**config.mk**
```make
export PLATFORM = sky130hd
export DESIGN_NAME = aes_subbytes_row_flat
export DESIGN_NICKNAME = d
export VERILOG_FILES = /design/src/design/asr_pkg.sv /design/src/design/asr_if.sv /design/src/design/asr_ctrl.sv /design/src/design/asr_lane.sv /design/src/design/aes_subbytes_row.sv /design/src/flat_wrapper.sv
export SDC_FILE = /design/constraint.sdc
export NUM_CORES = 2
export LEC_CHECK = 0
export ABC_AREA = 0
export BUFFER_PORTS_ARGS = -buffer_cell sky130_fd_sc_hd__buf_4
export CORE_UTILIZATION = 65
export CTS_CLUSTER_SIZE = 25
export DETAILED_ROUTE_END_ITERATION = 10
export PLACE_DENSITY = 0.9
export SYNTH_ARGS = -nofsm -noshare
export SYNTH_HDL_FRONTEND = slang
export SYNTH_SLANG_ARGS = --single-unit
```
**constraint.sdc**
```tcl
create_clock -name clk_i -period 22.9 [get_ports clk_i]
set_input_delay 2.29 -clock clk_i [delete_from_list [all_inputs] [get_ports clk_i]]
set_output_delay 2.29 -clock clk_i [all_outputs]
set_load 0.05 [all_outputs]
```
**src/design/asr_pkg.sv**
```systemverilog
// Shared types, constants and GF(2^8) helpers for the AES SubBytes row pipeline.
package asr_pkg;

  localparam int unsigned ByteW    = 8;
  localparam int unsigned StageCnt = 3;
  localparam logic [ByteW-1:0] PolyLow     = 8'h1B;
  localparam logic [ByteW-1:0] AffineConst = 8'h63;

  typedef logic [ByteW-1:0] byte_t;

  // per-stage load enables, stage 0 nearest the input
  typedef struct packed {
    logic [StageCnt-1:0] en;
  } asr_ctrl_t;

  // product modulo x^8+x^4+x^3+x+1
  function automatic byte_t gf_mul(input byte_t a, input byte_t b);
    byte_t acc;
    byte_t sh;
    acc = '0;
    sh  = a;
    for (int i = 0; i < ByteW; i++) begin
      if (b[i]) acc = acc ^ sh;
      sh = sh[ByteW-1] ? ({sh[ByteW-2:0], 1'b0} ^ PolyLow) : {sh[ByteW-2:0], 1'b0};
    end
    return acc;
  endfunction

  function automatic byte_t gf_sq(input byte_t a);
    return gf_mul(a, a);
  endfunction

  function automatic byte_t rotl(input byte_t v, input int unsigned n);
    return byte_t'((v << n) | (v >> (ByteW - n)));
  endfunction

  function automatic byte_t affine(input byte_t b);
    return b ^ rotl(b, 1) ^ rotl(b, 2) ^ rotl(b, 3) ^ rotl(b, 4) ^ AffineConst;
  endfunction

endpackage

```
**src/design/asr_if.sv**
```systemverilog
// Row channel interfaces: four input bytes and four substituted bytes.
interface asr_in_if;
  logic           valid;
  logic           ready;
  asr_pkg::byte_t byte_0;
  asr_pkg::byte_t byte_1;
  asr_pkg::byte_t byte_2;
  asr_pkg::byte_t byte_3;

  modport source (output valid, byte_0, byte_1, byte_2, byte_3, input ready);
  modport sink   (input valid, byte_0, byte_1, byte_2, byte_3, output ready);
endinterface

interface asr_out_if;
  logic           valid;
  logic           ready;
  asr_pkg::byte_t sub_0;
  asr_pkg::byte_t sub_1;
  asr_pkg::byte_t sub_2;
  asr_pkg::byte_t sub_3;

  modport source (output valid, sub_0, sub_1, sub_2, sub_3, input ready);
  modport sink   (input valid, sub_0, sub_1, sub_2, sub_3, output ready);
endinterface

```
**src/design/asr_ctrl.sv**
```systemverilog
// Valid bits and stall control for the three-stage pipeline.
module asr_ctrl (
  input  logic              clk_i,
  input  logic              rst_ni,
  input  logic              in_valid_i,
  output logic              in_ready_o,
  output logic              out_valid_o,
  input  logic              out_ready_i,
  output asr_pkg::asr_ctrl_t ctrl_o
);

  logic [asr_pkg::StageCnt-1:0] valid_d, valid_q;
  logic [asr_pkg::StageCnt-1:0] en;

  // a stage loads when empty or when its contents move on this cycle
  always_comb begin
    en[asr_pkg::StageCnt-1] = !valid_q[asr_pkg::StageCnt-1] || out_ready_i;
    for (int k = asr_pkg::StageCnt - 2; k >= 0; k--) begin
      en[k] = !valid_q[k] || en[k+1];
    end
  end

  always_comb begin
    valid_d    = valid_q;
    valid_d[0] = en[0] ? in_valid_i : valid_q[0];
    for (int k = 1; k < asr_pkg::StageCnt; k++) begin
      if (en[k]) valid_d[k] = valid_q[k-1];
    end
  end

  always_ff @(posedge clk_i or negedge rst_ni) begin
    if (!rst_ni) begin
      valid_q <= '0;
    end else begin
      valid_q <= valid_d;
    end
  end

  assign in_ready_o  = en[0];
  assign out_valid_o = valid_q[asr_pkg::StageCnt-1];
  assign ctrl_o.en   = en;

endmodule

```
**src/design/asr_lane.sv**
```systemverilog
// One byte lane: GF(2^8) inverse by an addition chain to x^254, then the affine map.
module asr_lane (
  input  logic               clk_i,
  input  asr_pkg::asr_ctrl_t ctrl_i,
  input  asr_pkg::byte_t     byte_i,
  output asr_pkg::byte_t     sub_o
);

  asr_pkg::byte_t x2_d, x2_q, x3_d, x3_q;
  asr_pkg::byte_t x14_d, x14_q, x15_d, x15_q;
  asr_pkg::byte_t sub_d, sub_q;
  asr_pkg::byte_t x12, x240;

  // stage 0: x^2, x^3
  assign x2_d = asr_pkg::gf_sq(byte_i);
  assign x3_d = asr_pkg::gf_mul(x2_d, byte_i);

  // stage 1: x^12 = (x^3)^4, then x^14 and x^15
  assign x12   = asr_pkg::gf_sq(asr_pkg::gf_sq(x3_q));
  assign x14_d = asr_pkg::gf_mul(x12, x2_q);
  assign x15_d = asr_pkg::gf_mul(x12, x3_q);

  // stage 2: x^254 = x^240 * x^14; zero stays zero
  assign x240  = asr_pkg::gf_sq(asr_pkg::gf_sq(asr_pkg::gf_sq(asr_pkg::gf_sq(x15_q))));
  assign sub_d = asr_pkg::affine(asr_pkg::gf_mul(x240, x14_q));

  always_ff @(posedge clk_i) begin
    if (ctrl_i.en[0]) begin
      x2_q <= x2_d;
      x3_q <= x3_d;
    end
    if (ctrl_i.en[1]) begin
      x14_q <= x14_d;
      x15_q <= x15_d;
    end
    if (ctrl_i.en[2]) begin
      sub_q <= sub_d;
    end
  end

  assign sub_o = sub_q;

endmodule

```
**src/design/aes_subbytes_row.sv**
```systemverilog
// Top level: forward AES SubBytes on a row of four bytes, three-stage pipeline.
//
//   channel  dir  handshake          payload
//   in_i     in   valid / ready      byte_0 .. byte_3, 8 bits each
//   out_o    out  valid / ready      sub_0 .. sub_3, 8 bits each
//
// Each input beat passes through the three registered stages (x^2/x^3, x^14/x^15,
// sub) before it reaches out_o. One beat per cycle is sustained while out_o.ready
// stays high, each stage holding a chain of GF(2^8) multiplies per lane.
// Reset clears the stage valid bits only; datapath registers are not reset.
// A stall at the output holds the last stage and backs up stage by stage;
// empty stages still fill, so in_i.ready stays high until the pipe is full.
module aes_subbytes_row (
  input  logic clk_i,
  input  logic rst_ni,
  asr_in_if.sink    in_i,
  asr_out_if.source out_o
);

  asr_pkg::asr_ctrl_t ctrl;
  asr_pkg::byte_t     byte_in  [4];
  asr_pkg::byte_t     sub_out  [4];

  asr_ctrl u_ctrl (
    .clk_i       (clk_i),
    .rst_ni      (rst_ni),
    .in_valid_i  (in_i.valid),
    .in_ready_o  (in_i.ready),
    .out_valid_o (out_o.valid),
    .out_ready_i (out_o.ready),
    .ctrl_o      (ctrl)
  );

  assign byte_in[0] = in_i.byte_0;
  assign byte_in[1] = in_i.byte_1;
  assign byte_in[2] = in_i.byte_2;
  assign byte_in[3] = in_i.byte_3;

  for (genvar g = 0; g < 4; g++) begin : g_lane
    asr_lane u_lane (
      .clk_i  (clk_i),
      .ctrl_i (ctrl),
      .byte_i (byte_in[g]),
      .sub_o  (sub_out[g])
    );
  end

  assign out_o.sub_0 = sub_out[0];
  assign out_o.sub_1 = sub_out[1];
  assign out_o.sub_2 = sub_out[2];
  assign out_o.sub_3 = sub_out[3];

endmodule

```
**src/flat_wrapper.sv**
```systemverilog
// flat-port wrapper written by rule: the top's interface ports become plain ports
module aes_subbytes_row_flat 
  (clk_i, rst_ni, in_i_valid, in_i_byte_0, in_i_byte_1, in_i_byte_2, in_i_byte_3, in_i_ready, out_o_valid, out_o_sub_0, out_o_sub_1, out_o_sub_2, out_o_sub_3, out_o_ready);
  asr_in_if in_i_i ();
  asr_out_if out_o_i ();
  input  logic clk_i;
  input  logic rst_ni;
  input wire logic [$bits(in_i_i.valid)-1:0] in_i_valid;
  input wire logic [$bits(in_i_i.byte_0)-1:0] in_i_byte_0;
  input wire logic [$bits(in_i_i.byte_1)-1:0] in_i_byte_1;
  input wire logic [$bits(in_i_i.byte_2)-1:0] in_i_byte_2;
  input wire logic [$bits(in_i_i.byte_3)-1:0] in_i_byte_3;
  output wire logic [$bits(in_i_i.ready)-1:0] in_i_ready;
  output wire logic [$bits(out_o_i.valid)-1:0] out_o_valid;
  output wire logic [$bits(out_o_i.sub_0)-1:0] out_o_sub_0;
  output wire logic [$bits(out_o_i.sub_1)-1:0] out_o_sub_1;
  output wire logic [$bits(out_o_i.sub_2)-1:0] out_o_sub_2;
  output wire logic [$bits(out_o_i.sub_3)-1:0] out_o_sub_3;
  input wire logic [$bits(out_o_i.ready)-1:0] out_o_ready;
  assign in_i_i.valid = in_i_valid;
  assign in_i_i.byte_0 = in_i_byte_0;
  assign in_i_i.byte_1 = in_i_byte_1;
  assign in_i_i.byte_2 = in_i_byte_2;
  assign in_i_i.byte_3 = in_i_byte_3;
  assign in_i_ready = in_i_i.ready;
  assign out_o_valid = out_o_i.valid;
  assign out_o_sub_0 = out_o_i.sub_0;
  assign out_o_sub_1 = out_o_i.sub_1;
  assign out_o_sub_2 = out_o_i.sub_2;
  assign out_o_sub_3 = out_o_i.sub_3;
  assign out_o_i.ready = out_o_ready;
  aes_subbytes_row u_core (.clk_i(clk_i), .rst_ni(rst_ni), .in_i(in_i_i), .out_o(out_o_i));
endmodule
```
Word-level counts from Yosys, hierarchy flattened
Index checks and enable logic that the tools add are counted.

Bitwise operators: 624. Reduce and logical (&&, ||, !) cells: 6. Multiplexer cells: 632.

Operator list (count): 8-bit two-way mux (352); 8-bit XOR (324); 5-bit two-way mux (280); 4-bit inverter (284); 8-bit by 1-bit OR with 8-bit output (4); 8-bit by 2-bit OR with 8-bit output (4); 8-bit by 3-bit OR with 8-bit output (4); 8-bit by 4-bit OR with 8-bit output (4); 1-bit zero test (3); 1-bit logical OR (3).

Input bits: 36. Output and inout bits: 34. Flip-flop bits (word level): 163.

Logic depth before layout (Yosys ltp)
Depth after elaboration: 86. Mapped depth: 39. Mapped depth without buffers: 33.

Hierarchy
Synthesis repeated with hierarchy kept, for this count alone.

Cell total of the unflattened synthesis: 5474. Area total of the unflattened synthesis: 42901.1 sq um.

Modules (own cells, without submodules): asr_lane at u_core.g_lane[1].u_lane ... (area an instance 10354.9 sq um, instances 3, cells an instance 1323); asr_lane at u_core.g_lane[0].u_lane (area an instance 11702.5 sq um, instances 1, cells an instance 1494); asr_ctrl (area an instance 133.9 sq um, instances 1, cells an instance 11).

Worst setup path before layout
No wires, ideal clock.

Path type: flip-flop to flip-flop. Start: register u_core.g_lane[0].u_lane.x15_q[0]. End: register u_core.g_lane[0].u_lane.sub_q[6], data pin. Stages on the path, launching flop included: 37. Setup slack: 14.069 ns. Path buffers: 6. Data arrival time: 8.569 ns. Clock period less this slack: 8.831 ns. Library setup time: 0.262 ns. Required time: 22.638 ns. Cells stage by stage: edfxtp_1 > ha_1 > buf_2 > nand2_1 > xor2_1 > inv_1 > clkbuf_1 > clkbuf_1 > ha_1 > clkbuf_1 > nand2_1 > xor2_1 > xnor2_1 > clkinv_1 > clkbuf_1 > ha_1 > nand2_1 > xor2_1 > xor2_1 > inv_1 > clkbuf_1 > ha_1 > xor2_1 > xor2_1 > xnor2_1 > xnor2_1 > a211o_1 > o311a_1 > xnor2_1 > xnor2_2 > xor2_2 > a21oi_1 > o21ai_0 > xnor3_1 > xor2_1 > xor3_1 > xnor2_1.

Cells in the longest elaborated chain, start to end: 83.

RTL lines: start, declared (RTL line asr_lane.sv:10) `asr_pkg::byte_t x14_d, x14_q, x15_d, x15_q;`; start signal, assigned (RTL line asr_lane.sv:34) `x15_q <= x15_d;`; 4-bit inverter (no line) or 8-bit two-way mux (tied branches); 5-bit two-way mux or 8-bit XOR (tied branches) (RTL line asr_pkg.sv:24, asr_pkg.sv:23); 8-bit XOR or 8-bit two-way mux (tied branches) (RTL line asr_pkg.sv:23) `if (b[i]) acc = acc ^ sh;`; 8-bit two-way mux or 8-bit XOR (tied branches) (RTL line asr_pkg.sv:23); 8-bit XOR or 8-bit two-way mux (tied branches) (RTL line asr_pkg.sv:23); 8-bit two-way mux or 8-bit XOR (tied branches) (RTL line asr_pkg.sv:23); 8-bit XOR or 8-bit two-way mux (tied branches) (RTL line asr_pkg.sv:23); 8-bit two-way mux or 8-bit XOR (tied branches) (RTL line asr_pkg.sv:23); [... 55 more ...]; branches (longest 13 deep; another with 8-bit two-way mux); 8-bit two-way mux (*) (RTL line asr_pkg.sv:23); 8-bit by 1-bit OR with 8-bit output or 8-bit two-way mux (tied branches) (RTL line asr_pkg.sv:34, asr_pkg.sv:23); 8-bit XOR or 8-bit by 2-bit OR with 8-bit output (tied branches) (RTL line asr_pkg.sv:38, asr_pkg.sv:34); 8-bit XOR (2 in series) (RTL line asr_pkg.sv:38) `return b ^ rotl(b, 1) ^ rotl(b, 2) ^ rotl(b, 3) ^ rotl(b, 4) ^ AffineConst;`; 8-bit XOR (*) (RTL line asr_pkg.sv:38); 4-bit inverter (no line) (*); via u_core.g_lane[0].u_lane.sub_d[6] (RTL line asr_lane.sv:11) `asr_pkg::byte_t sub_d, sub_q;`; end signal, assigned (RTL line asr_lane.sv:37) `sub_q <= sub_d;`; end, declared (RTL line asr_lane.sv:11).

Mark *: on every way through the listed nets, which the timed path passes. A chain may end at the register's enable or synchronous reset.

Final worst setup path
Start: register u_core.g_lane[2].u_lane.x15_q[7]. End: register u_core.g_lane[2].u_lane.sub_q[7], data pin.

Cells in the longest elaborated chain, start to end: 81.

RTL lines: start, declared (RTL line asr_lane.sv:10); start signal, assigned (RTL line asr_lane.sv:34); 5-bit two-way mux (RTL line asr_pkg.sv:24) `sh = sh[ByteW-1] ? ({sh[ByteW-2:0], 1'b0} ^ PolyLow) : {sh[ByteW-2:0], 1'b0};`; 8-bit XOR (RTL line asr_pkg.sv:23); 8-bit two-way mux (RTL line asr_pkg.sv:23); 8-bit XOR (RTL line asr_pkg.sv:23); 8-bit two-way mux (RTL line asr_pkg.sv:23); 8-bit XOR (RTL line asr_pkg.sv:23); 8-bit two-way mux (RTL line asr_pkg.sv:23); 8-bit XOR (RTL line asr_pkg.sv:23); [... 65 more ...]; 8-bit two-way mux (RTL line asr_pkg.sv:23); 8-bit XOR (RTL line asr_pkg.sv:23); 8-bit two-way mux (RTL line asr_pkg.sv:23); 8-bit XOR (RTL line asr_pkg.sv:23); 8-bit two-way mux (*) (RTL line asr_pkg.sv:23); branches (longest 2 deep; another with 8-bit by 1-bit OR with 8-bit output); 8-bit XOR (*) (RTL line asr_pkg.sv:38); via u_core.g_lane[2].u_lane.sub_d[7] (RTL line asr_lane.sv:11); end signal, assigned (RTL line asr_lane.sv:37); end, declared (RTL line asr_lane.sv:11).

Marks and branches as above.

==> impl_metrics.ini <==
[worst_setup_path]
r2r_slack_ps = 11760
crit_path_top_delay_cell = edfxtp_1
path_buf_inv = 4
start_kind = flop
critical_path_class = reg2reg
endpoint_kind = flop
crit_family = XOR/XNOR gates
worstPathArrival_ps = 11390
cpPeakStageDelay_ps = 960
cp_max_fo = 34
worst_ep_required_time_ps = 23150

[logic_synthesis]
synth_edf_count = 160
synth-seq-cells = 163
synthCells = 5357
ys_types = 117
syn_nets = 5421
seq_area_frac_synth_pct = 12.0
synth_area_um2 = 40600
synthFlopType = edfxtp_1
synthArstFlopShare_pct = 1.84
syn_area_per_cell_um2 = 7.58
ys.warnings.count = 0

[floorplan]
row_count = 91
start_util_pct = 65.8
dieWidth_um = 252
ios = 70
core_um2 = 61700
die-area_um2 = 63500
die_h_um = 252

[cts]
cts_hold_buffers = 0
cts_buffers = 17
post_cts_buffers = 0
cts_max_level = 4
clk_path_buf_depth = 2
cts_sinks = 163
path_clk_slew_ps = 70
cts-resized-gates = 0
ctsRootBufferMaster = clkbuf_16
cts_tree = done
clkLatencyLatePin_ps = 510

[place]
portBuffers = 69
dp.cells = 5974
dp_hpwl_um = 68600
routabilityCongestion = 0.932
pre_cts_ws_ps = 11910

[sta]
worstMarginPinSlew_ps = 1250
skew_ps = 14.8
hold_viol = 0
holdWs_ps = 469
maxSlewHeadroom_pct = 16.2
rsz0062_at_grt = false
slew_viol_final = 0
post-route-period-util_pct = 48.7
min_period_ps = 11140
fin_ws_ps = 11760
max_freq_mhz = 89.8
finalSetupTns_ps = 0
finalSetupViolations = 0

[routing]
num_vias = 35600
dr.first_iter.drc_count = 3484
dr.pass1.iters = 6
avgViaCountPerCell = 5.93
drc = 0
routed_wl_um = 94500
ant_nets = 0
wl_per_cell_um = 15.7

[finish]
drive_gt1_share_pct = 6.29
final_cells = 6006
fillerInstances = 4780
n_antenna_cell = 0
layout_common_cells = 1306 x xnor2_1, 977 x nand2_1, 400 x xor2_1, 330 x nor2_1, 257 x o21ai_0
areaGrowthSynthToFinish_pct = 2.96
final_common_cell = xnor2_1
layout.nets = 5220

[grt]
grt_max_degree = 65
antenna_found_initial = 0
grt_pass1_vias = 32500
grt_pass1_wl_um = 157000
grt_usage_pct = 28.9
overflow = 0

[hold_path]
hp-class = reg2reg

[run_status]
status = finished clean

[job]
drv_cap = 0
[layout make-up]
type / count / area [µm²] / share of cell area (%)
repair buffers: 138 / 1040 / 2.48
flip-flops and latches: 163 / 4880 / 11.7
clock buffers: 17 / 425 / 1.02
multi-input cells: 4722 / 33900 / 81.0
clock inverters: 15 / 146 / 0.350
well taps: 837 / 1050 / 2.50
inverters: 114 / 428 / 1.02
[worst reg2reg max path: cells and delay by family, from the launching register on]
kind                     cells  cell delay, ps
flip-flops                   1             960
AO/OA/AOI/OAI                1             300
XOR/XNOR                    17            5830
AND/OR/NAND/NOR              6             670
buffers and inverters        4            1110
adder cells (fa/ha/maj)      4            2010
[worst paths after layout]
kind,startpoint,endpoint,cells past startpoint
min in group asynchronous,rst_ni,u_core.u_ctrl.valid_q[1]$_DFFE_PN0P_,1
setup reg to reg,u_core.g_lane[2].u_lane.x15_q[7]$_DFFE_PP_,u_core.g_lane[2].u_lane.sub_o[7]$_DFFE_PP_,32
max in group asynchronous,rst_ni,u_core.u_ctrl.valid_q[2]$_DFFE_PN0P_,1
setup / recovery,u_core.g_lane[2].u_lane.x15_q[7]$_DFFE_PP_,u_core.g_lane[2].u_lane.sub_o[7]$_DFFE_PP_,32
hold reg to reg,u_core.u_ctrl.valid_q[0]$_DFFE_PN0P_,u_core.u_ctrl.valid_q[1]$_DFFE_PN0P_,1
hold / removal,u_core.u_ctrl.valid_q[0]$_DFFE_PN0P_,u_core.u_ctrl.valid_q[1]$_DFFE_PN0P_,1
[logic make-up (layout without fill, tap and decap cells)]
family / Yosys count / count (layout) / synth area share (%)
AOI/OAI and AO/OA: 937 / 937 / 14.8
xor gates and xnor gates: 1875 / 1875 / 45.6
adders and majority gates: 28 / 28 / 0.863
buffers and inverters: 472 / 284 / 4.66
DFF: 163 / 163 / 12.0
muxes: 121 / 121 / 3.08
and+or+nand+nor: 1761 / 1761 / 19.0
[sequential cells by signal, indices dropped and copies added, names as in the netlist]
signal and cells:
u_core.g_lane.u_lane.sub_o 32, u_core.g_lane.u_lane.x14_q 32, u_core.g_lane.u_lane.x15_q 32, u_core.g_lane.u_lane.x2_q 32, u_core.g_lane.u_lane.x3_q 32, u_core.u_ctrl.valid_q 3
[metal layers]
layer  vias up  wire [µm]  track usage [%]
met1     16700      40500             37.8
met3       198       5660             3.12
met2      1261      46000             49.7
li1      17500          -                -
met4         0       2270             9.47
met5         -          0                0
[metrics by stage]
stage	utilization [%]	instance area, µm²
final	67.8	41800
after floorplan	-	40600
after global routing	67.8	41800
after CTS	67.8	41800
after detailed placement	66.8	41200
after global placement	66.8	41200
[cell usage after synthesis, drive strengths merged, types with 101 or more instances]
library cell  instances  area share (%)
edfxtp              160              12
inv                 103            0.95
xnor2              1352              30
nor2                335             3.1
nand2               979             9.1
o21ai               271             3.3
mux2i               101             2.5
clkbuf              251             2.3
a21oi               258             3.2
a22oi               108             2.0
xor2                416             9.3
buf                 107             1.3
Power is left out: the tool's default activity adds up to more than one toggle a clock period on the data nets, which glitch-free logic cannot reach.
